[src/kh_pkg.sv]
package kh_pkg;

    localparam int SIZE_BITS = 24;
    localparam int CODE_W    = 31;
    localparam int CNT_W     = $clog2(CODE_W);

    localparam logic [31:0] RS_STEP   = 32'd378551;
    localparam logic [31:0] RS_START  = 32'd63689;
    localparam logic [31:0] BKDR_SEED = 32'd131;
    localparam logic [CNT_W-1:0] STEP_LAST = CNT_W'(CODE_W - 1);
    localparam logic [SIZE_BITS-1:0] SIZE_RESET = SIZE_BITS'(3);

    typedef struct packed {
        logic [7:0] key_byte;
        logic       last_byte;
    } kh_in_t;

    typedef struct packed {
        logic [SIZE_BITS-1:0] bucket_index;
        logic [CODE_W-1:0]    bkdr_code;
    } kh_out_t;

    typedef struct packed {
        logic [CODE_W-1:0] rs31;
        logic [CODE_W-1:0] code;
    } kh_job_t;

    typedef struct packed {
        logic valid;
        logic full;
    } kh_qstat_t;

endpackage

[src/kh_front.sv]
module kh_front
    import kh_pkg::*;
(
    input  logic    clk,
    input  logic    rst_n,
    input  logic    key_valid,
    output logic    key_stall,
    input  kh_in_t  key,
    input  logic    q_full,
    output logic    push,
    output kh_job_t push_job
);

    logic [31:0] rs_accum_reg, rs_accum_next;
    logic [31:0] rs_mult_reg, rs_mult_next;
    logic [31:0] bkdr_reg, bkdr_next;
    logic [31:0] add;
    logic        accept;

    assign key_stall = q_full;
    assign accept    = key_valid && !q_full;
    assign push      = accept && key.last_byte;
    assign add       = {{24{key.key_byte[7]}}, key.key_byte};

    always_comb
    begin
        rs_accum_next = rs_accum_reg * rs_mult_reg + add;
        rs_mult_next  = rs_mult_reg * RS_STEP;
        bkdr_next     = bkdr_reg * BKDR_SEED + add;
    end

    assign push_job.rs31 = rs_accum_next[CODE_W-1:0];
    assign push_job.code = bkdr_next[CODE_W-1:0];

    always_ff @(posedge clk or negedge rst_n)
    begin
        if (!rst_n)
        begin
            rs_accum_reg <= '0;
            rs_mult_reg  <= RS_START;
            bkdr_reg     <= '0;
        end
        else if (accept)
        begin
            if (key.last_byte)
            begin
                rs_accum_reg <= '0;
                rs_mult_reg  <= RS_START;
                bkdr_reg     <= '0;
            end
            else
            begin
                rs_accum_reg <= rs_accum_next;
                rs_mult_reg  <= rs_mult_next;
                bkdr_reg     <= bkdr_next;
            end
        end
    end

endmodule

[src/kh_queue.sv]
module kh_queue
    import kh_pkg::*;
(
    input  logic      clk,
    input  logic      rst_n,
    input  logic      push,
    input  kh_job_t   push_job,
    input  logic      pop,
    output kh_job_t   head,
    output kh_qstat_t stat
);

    kh_job_t    mem_reg [2];
    logic       wr_ptr_reg;
    logic       rd_ptr_reg;
    logic [1:0] count_reg;

    assign head       = mem_reg[rd_ptr_reg];
    assign stat.valid = count_reg != 2'd0;
    assign stat.full  = count_reg == 2'd2;

    always_ff @(posedge clk)
    begin
        if (push)
        begin
            mem_reg[wr_ptr_reg] <= push_job;
        end
    end

    always_ff @(posedge clk or negedge rst_n)
    begin
        if (!rst_n)
        begin
            wr_ptr_reg <= 1'b0;
            rd_ptr_reg <= 1'b0;
            count_reg  <= 2'd0;
        end
        else
        begin
            if (push)
            begin
                wr_ptr_reg <= !wr_ptr_reg;
            end
            if (pop)
            begin
                rd_ptr_reg <= !rd_ptr_reg;
            end
            if (push && !pop)
            begin
                count_reg <= count_reg + 2'd1;
            end
            else if (pop && !push)
            begin
                count_reg <= count_reg - 2'd1;
            end
        end
    end

endmodule

[src/kh_back.sv]
module kh_back
    import kh_pkg::*;
(
    input  logic                 clk,
    input  logic                 rst_n,
    input  logic [SIZE_BITS-1:0] table_size,
    input  kh_qstat_t            stat,
    input  kh_job_t              head,
    output logic                 pop,
    output logic                 result_valid,
    input  logic                 result_stall,
    output kh_out_t              result
);

    typedef enum logic [2:0] {
        ST_IDLE = 3'b001,
        ST_DIV  = 3'b010,
        ST_DONE = 3'b100
    } kh_state_t;

    kh_state_t            state_reg, state_next;
    logic [CODE_W-1:0]    dividend_reg;
    logic [CODE_W-1:0]    code_reg;
    logic [SIZE_BITS-1:0] rem_reg;
    logic [CNT_W-1:0]     cnt_reg;
    logic                 valid_reg;
    kh_out_t              result_reg;
    logic [SIZE_BITS:0]   trial;
    logic [SIZE_BITS:0]   diff;
    logic                 out_free;

    assign result_valid = valid_reg;
    assign result       = result_reg;
    assign out_free     = !valid_reg || !result_stall;
    assign pop          = (state_reg == ST_IDLE) && stat.valid;

    assign trial = {rem_reg, dividend_reg[CODE_W-1]};
    assign diff  = trial - {1'b0, table_size};

    always_comb
    begin
        state_next = state_reg;
        unique case (state_reg)
            ST_IDLE:
            begin
                if (stat.valid)
                begin
                    state_next = ST_DIV;
                end
            end
            ST_DIV:
            begin
                if (cnt_reg == STEP_LAST)
                begin
                    state_next = ST_DONE;
                end
            end
            ST_DONE:
            begin
                if (out_free)
                begin
                    state_next = ST_IDLE;
                end
            end
            default:
            begin
                state_next = ST_IDLE;
            end
        endcase
    end

    always_ff @(posedge clk)
    begin
        if (pop)
        begin
            dividend_reg <= head.rs31;
            code_reg     <= head.code;
            rem_reg      <= '0;
            cnt_reg      <= '0;
        end
        else if (state_reg == ST_DIV)
        begin
            dividend_reg <= {dividend_reg[CODE_W-2:0], 1'b0};
            cnt_reg      <= cnt_reg + CNT_W'(1);
            if (trial >= {1'b0, table_size})
            begin
                rem_reg <= diff[SIZE_BITS-1:0];
            end
            else
            begin
                rem_reg <= trial[SIZE_BITS-1:0];
            end
        end
        if (state_reg == ST_DONE && out_free)
        begin
            result_reg.bucket_index <= (table_size == '0) ? '0 : rem_reg;
            result_reg.bkdr_code    <= code_reg;
        end
    end

    always_ff @(posedge clk or negedge rst_n)
    begin
        if (!rst_n)
        begin
            state_reg <= ST_IDLE;
            valid_reg <= 1'b0;
        end
        else
        begin
            state_reg <= state_next;
            if (state_reg == ST_DONE && out_free)
            begin
                valid_reg <= 1'b1;
            end
            else if (!result_stall)
            begin
                valid_reg <= 1'b0;
            end
        end
    end

endmodule

[src/key_hash_bucket_and_code_top.sv]
// a key byte is taken every cycle unless key_stall is high; the last byte's job passes the
// request queue, the bit-serial bucket divider (one key at a time) and the result register
// a two-entry request queue lets the byte front run ahead of the divider by two keys
// reset: rst_n is asynchronous, active low; hash state returns to its start values,
// table_size returns to 3, queue and result register are emptied
module key_hash_bucket_and_code_top
    import kh_pkg::*;
(
    input  logic                 clk,
    input  logic                 rst_n,
    input  logic                 cfg_we,
    input  logic [SIZE_BITS-1:0] cfg_wdata,
    input  logic                 key_valid,
    output logic                 key_stall,
    input  kh_in_t               key,
    output logic                 result_valid,
    input  logic                 result_stall,
    output kh_out_t              result
);

    logic [SIZE_BITS-1:0] size_reg;
    logic                 push;
    logic                 pop;
    kh_job_t              push_job;
    kh_job_t              head;
    kh_qstat_t            stat;

    always_ff @(posedge clk or negedge rst_n)
    begin
        if (!rst_n)
        begin
            size_reg <= SIZE_RESET;
        end
        else if (cfg_we)
        begin
            size_reg <= cfg_wdata;
        end
    end

    kh_front u_front (
        .clk       (clk),
        .rst_n     (rst_n),
        .key_valid (key_valid),
        .key_stall (key_stall),
        .key       (key),
        .q_full    (stat.full),
        .push      (push),
        .push_job  (push_job)
    );

    kh_queue u_queue (
        .clk      (clk),
        .rst_n    (rst_n),
        .push     (push),
        .push_job (push_job),
        .pop      (pop),
        .head     (head),
        .stat     (stat)
    );

    kh_back u_back (
        .clk          (clk),
        .rst_n        (rst_n),
        .table_size   (size_reg),
        .stat         (stat),
        .head         (head),
        .pop          (pop),
        .result_valid (result_valid),
        .result_stall (result_stall),
        .result       (result)
    );

    a_no_overflow: assert property (@(posedge clk) disable iff (!rst_n)
        push |-> !stat.full)
        else $error("request pushed into full queue");

    a_no_underflow: assert property (@(posedge clk) disable iff (!rst_n)
        pop |-> stat.valid)
        else $error("request popped from empty queue");

    a_bucket_range: assert property (@(posedge clk) disable iff (!rst_n)
        (result_valid && size_reg != '0) |-> (result.bucket_index < size_reg))
        else $error("bucket index out of range");

    a_zero_size: assert property (@(posedge clk) disable iff (!rst_n)
        (result_valid && size_reg == '0) |-> (result.bucket_index == '0))
        else $error("nonzero bucket with zero table size");

endmodule
[config.mk]
export PLATFORM = sky130hd
export DESIGN_NAME = key_hash_bucket_and_code_top
export DESIGN_NICKNAME = d
export VERILOG_FILES = /design/src/kh_pkg.sv /design/src/kh_front.sv /design/src/kh_queue.sv /design/src/kh_back.sv /design/src/key_hash_bucket_and_code_top.sv
export SDC_FILE = /design/constraint.sdc
export NUM_CORES = 2
export LEC_CHECK = 0
export BUFFER_PORTS_ARGS = -buffer_cell sky130_fd_sc_hd__buf_4
export CORE_MARGIN = 2
export CORE_UTILIZATION = 55
export CTS_BUF_LIST = sky130_fd_sc_hd__clkbuf_4
export DETAILED_ROUTE_END_ITERATION = 16
export PLACE_DENSITY = 0.86
export SLEW_MARGIN = 5
export SYNTH_ARGS = -nofsm -noshare
export SYNTH_HDL_FRONTEND = slang
export SYNTH_HIERARCHICAL = 1
export SYNTH_SLANG_ARGS = --single-unit
[constraint.sdc]
create_clock -name clk -period 6.9 [get_ports clk]
set_input_delay 0.345 -clock clk [delete_from_list [all_inputs] [get_ports clk]]
set_output_delay 0.345 -clock clk [all_outputs]
set_load 0.05 [all_outputs]
==> summary.txt <==
Detailed routing
  • Routed vias: ~32,000
  • WL/cell: around 21 um
  • DRT Wirelength: 116 mm
  • DR DRC count: 0
  • Detailed-router iteration count before antenna repair: 10
  • First DRT Iteration DRCs: roughly 3,200
  • Drt via density: just under 6
  • Antenna viol nets, final: 0

STA
  • Final min period: approximately 7.5 ns
  • Slew @ Worst Pin: 1.27 ns
  • Period utilization: 108%
  • Hold Fails Final Rpt: 0
  • Slew Limit Fails: 0
  • Max Freq: approximately 130 MHz
  • Slew HR: 14.9%
  • RSZ-0062 raised after global routing: yes
  • Setup violators final: 48
  • Skew final: approximately 0.11 ns
  • Worst Setup Slack, final: -0.564 ns
  • Hold WS: between 0.01 and 0.015 ns

Synthesis
  • Syn avg cell area: between 10 and 15 um2
  • Ys async rst share: a little under a third
  • Synth Instances: 4,081
  • Post-synth EDFFs: around 240
  • FF+latch count, synth: approximately 400
  • Sequential element share of the synthesized area: between 20% and 30%
  • Netlist Area Pre-Place: between 0.04 and 0.05 mm2
  • Yosys Warn Count: 6
  • Unique masters post-synth: between 90 and 100
  • Ys flop type: edfxtp_1
  • Synthesized Nets: a little over 5,000

Placed design
  • RD Place Congestion: between 0.9 and 1
  • I/O Buffers: 94
  • HPWL after DPL: between 80 and 90 mm
  • DP Area: between 0.04 and 0.05 mm2
  • Post-Place Setup Slack: -0.319 ns

Die
  • Core Area: 0.0776 mm2
  • Initial Utilization: 55.7%
  • Full die area: roughly 0.081 mm2
  • Die X-Extent: between 200 and 300 um
  • Die H: 284 um
  • FP Rows: 102
  • Top-level I/O count: 95

Finish
  • Commonest cells after routing, fill and taps aside: 901 x inv_1, 642 x fa_1, 396 x nand2_1
  • Final net count: around 5,500
  • Most common cell after layout, fill and taps aside: inv_1
  • Layout cells sized above 1: between 10% and 20%
  • Layout fillers: ~5,500
  • Area growth syn-to-layout: 12.9%
  • Area of the multi-input gates: between 0.02 and 0.03 mm2
  • Fin area: ~0.05 mm2
  • Max reg flops: 124
  • Area occupied by registers: 0.0110 mm2

GRT
  • Pin count of the biggest net entering global routing: 71
  • First-pass GRT wire length: between 150 and 200 mm
  • Total GRT Usage: around 28%
  • Grt total ovfl: 0
  • Vias in the first global route: roughly 34,000
  • Initial antenna violation count: 4

Critical path
  • Crit Path Max Fanout: 4
  • CP Class: flop to flop
  • CP required: 7.50 ns
  • CP Capture Type: flop
  • Reg2Reg Setup Slack: -0.56 ns
  • Critical Path AT: just over 8 ns
  • Startpoint Class: flop

Clocking
  • CTS Root Buffer Type: clkbuf_4
  • CTS tree: done
  • Clk buf depth: 3
  • H-tree Lvls: 3
  • Later-pin clock latency in the skew report: ~0.95 ns
  • Clock Pin Slew Worst Setup and Hold Paths: ~0.08 ns
  • Clk sinks: slightly below 400
  • Inserted Clock Buffers: 100

Status
  • Status: finished, violations left
  • Failing checks: setup timing

Worst hold path
  • HP Class: primary input to flop

Flow run
  • Max Cap Violations: 0
[synth_stat cells, types with 54 or more instances]
library cell	instances	area share [%]
a21oi_1	78	0.90
and2_1	286	4.1
clkbuf_1	124	1.1
dfrtp_1	113	6.5
edfxtp_1	241	17
fa_1	650	30
ha_1	368	11
inv_1	917	8.0
mux2_4	79	2.7
nand2_1	402	3.5
nor2_1	76	0.66
o21ai_0	54	0.63
xnor2_1	129	2.6
[final timing paths]
| check | startpoint | depth (start not counted) | end |
|---|---|---|---|
| worst max-delay path | u_front/rs_mult_reg[0]$_DFFE_PN1P_ | 25 | u_queue/mem_reg[0][60]$_DFFE_PP_ |
| worst max register to register | u_front/rs_mult_reg[0]$_DFFE_PN1P_ | 25 | u_queue/mem_reg[0][60]$_DFFE_PP_ |
| worst min-delay path | cfg_we | 2 | size_reg[2]$_DFFE_PN0P_ |
| min in group asynchronous | rst_n | 3 | u_front/bkdr_reg[30]$_DFFE_PN0P_ |
| worst min register to register | u_back/code_reg[22]$_DFFE_PP_ | 0 | u_back/result[22]$_DFFE_PP_ |
| max in group asynchronous | rst_n | 4 | u_front/rs_accum_reg[23]$_DFFE_PN0P_ |
[worst max-delay path, stage by stage (launching register included)]
cell and delay (ns):
dfstp_2 0.61, buf_6 0.13, buf_4 0.10, buf_6 0.10, and2_4 0.16, fa_2 0.47
fa_2 0.52, fa_1 0.55, inv_1 0.08, fa_1 0.57, inv_1 0.08, fa_1 0.45
ha_1 0.30, fa_1 0.48, inv_1 0.06, fa_1 0.48, inv_1 0.05, ha_1 0.31
a21oi_2 0.31, nor2_4 0.07, a211oi_2 0.26, or3_4 0.19, o21ai_4 0.08, o211a_1 0.23
or3_4 0.33, and2_4 0.17
[per-layer routing]
layer  up-vias  wire length, um  GRT usage (%)  share of wire, %
met5         -                0              0                 0
met2      2084            56100           46.8                48
li1      13500                -              -                 -
met3       645            11200           5.85               9.7
met4         0             7410           13.7               6.4
met1     16000            41200           35.8                36
[per-stage QoR]
stage | instances | TNS, ns | util, %
floorplan | 4081 | -0.342 | -
global placement | 5267 | -0.974 | 59.5
detailed placement | 5267 | -5.37 | 59.5
CTS | 5515 | -6.24 | 62.2
global route | 5533 | -20.66 | 62.8
finish | 5536 | -15.52 | 62.8
[area by class of cell]
cell class | count | area share [%]
Timing Repair Buffer | 367 | 6.31
Clock buffer | 148 | 2.28
Clock inverter | 38 | 0.434
Tap cell | 1040 | 2.67
Sequential cell | 395 | 22.5
Antenna cell | 7 | 0.0359
Multi-Input combinational cell | 2624 | 58.7
Inverter | 917 | 7.07
[timing repair]
item,CTS,global route
hold endpoints to repair,98,0
pin swaps,34,66
resized for setup,42,79
setup endpoints to repair,43,52
hold buffers,43,0
gates cloned,0,0
setup buffers,19,19
[logic make-up after synthesis]
| kind of cell | Yosys count | synth area share [%] |
|---|---|---|
| adders and majority gates | 1018 | 40.8 |
| xor gates and xnor gates | 181 | 3.70 |
| and+or+nand+nor | 950 | 10.9 |
| buffers and inverters | 1062 | 9.65 |
| AOI/OAI and AO/OA | 387 | 6.57 |
| DFF | 395 | 25.4 |
| muxes | 88 | 2.98 |
Power is not shown: default switching activity piles up to over one toggle a cycle in this logic, so the estimate is an artifact.
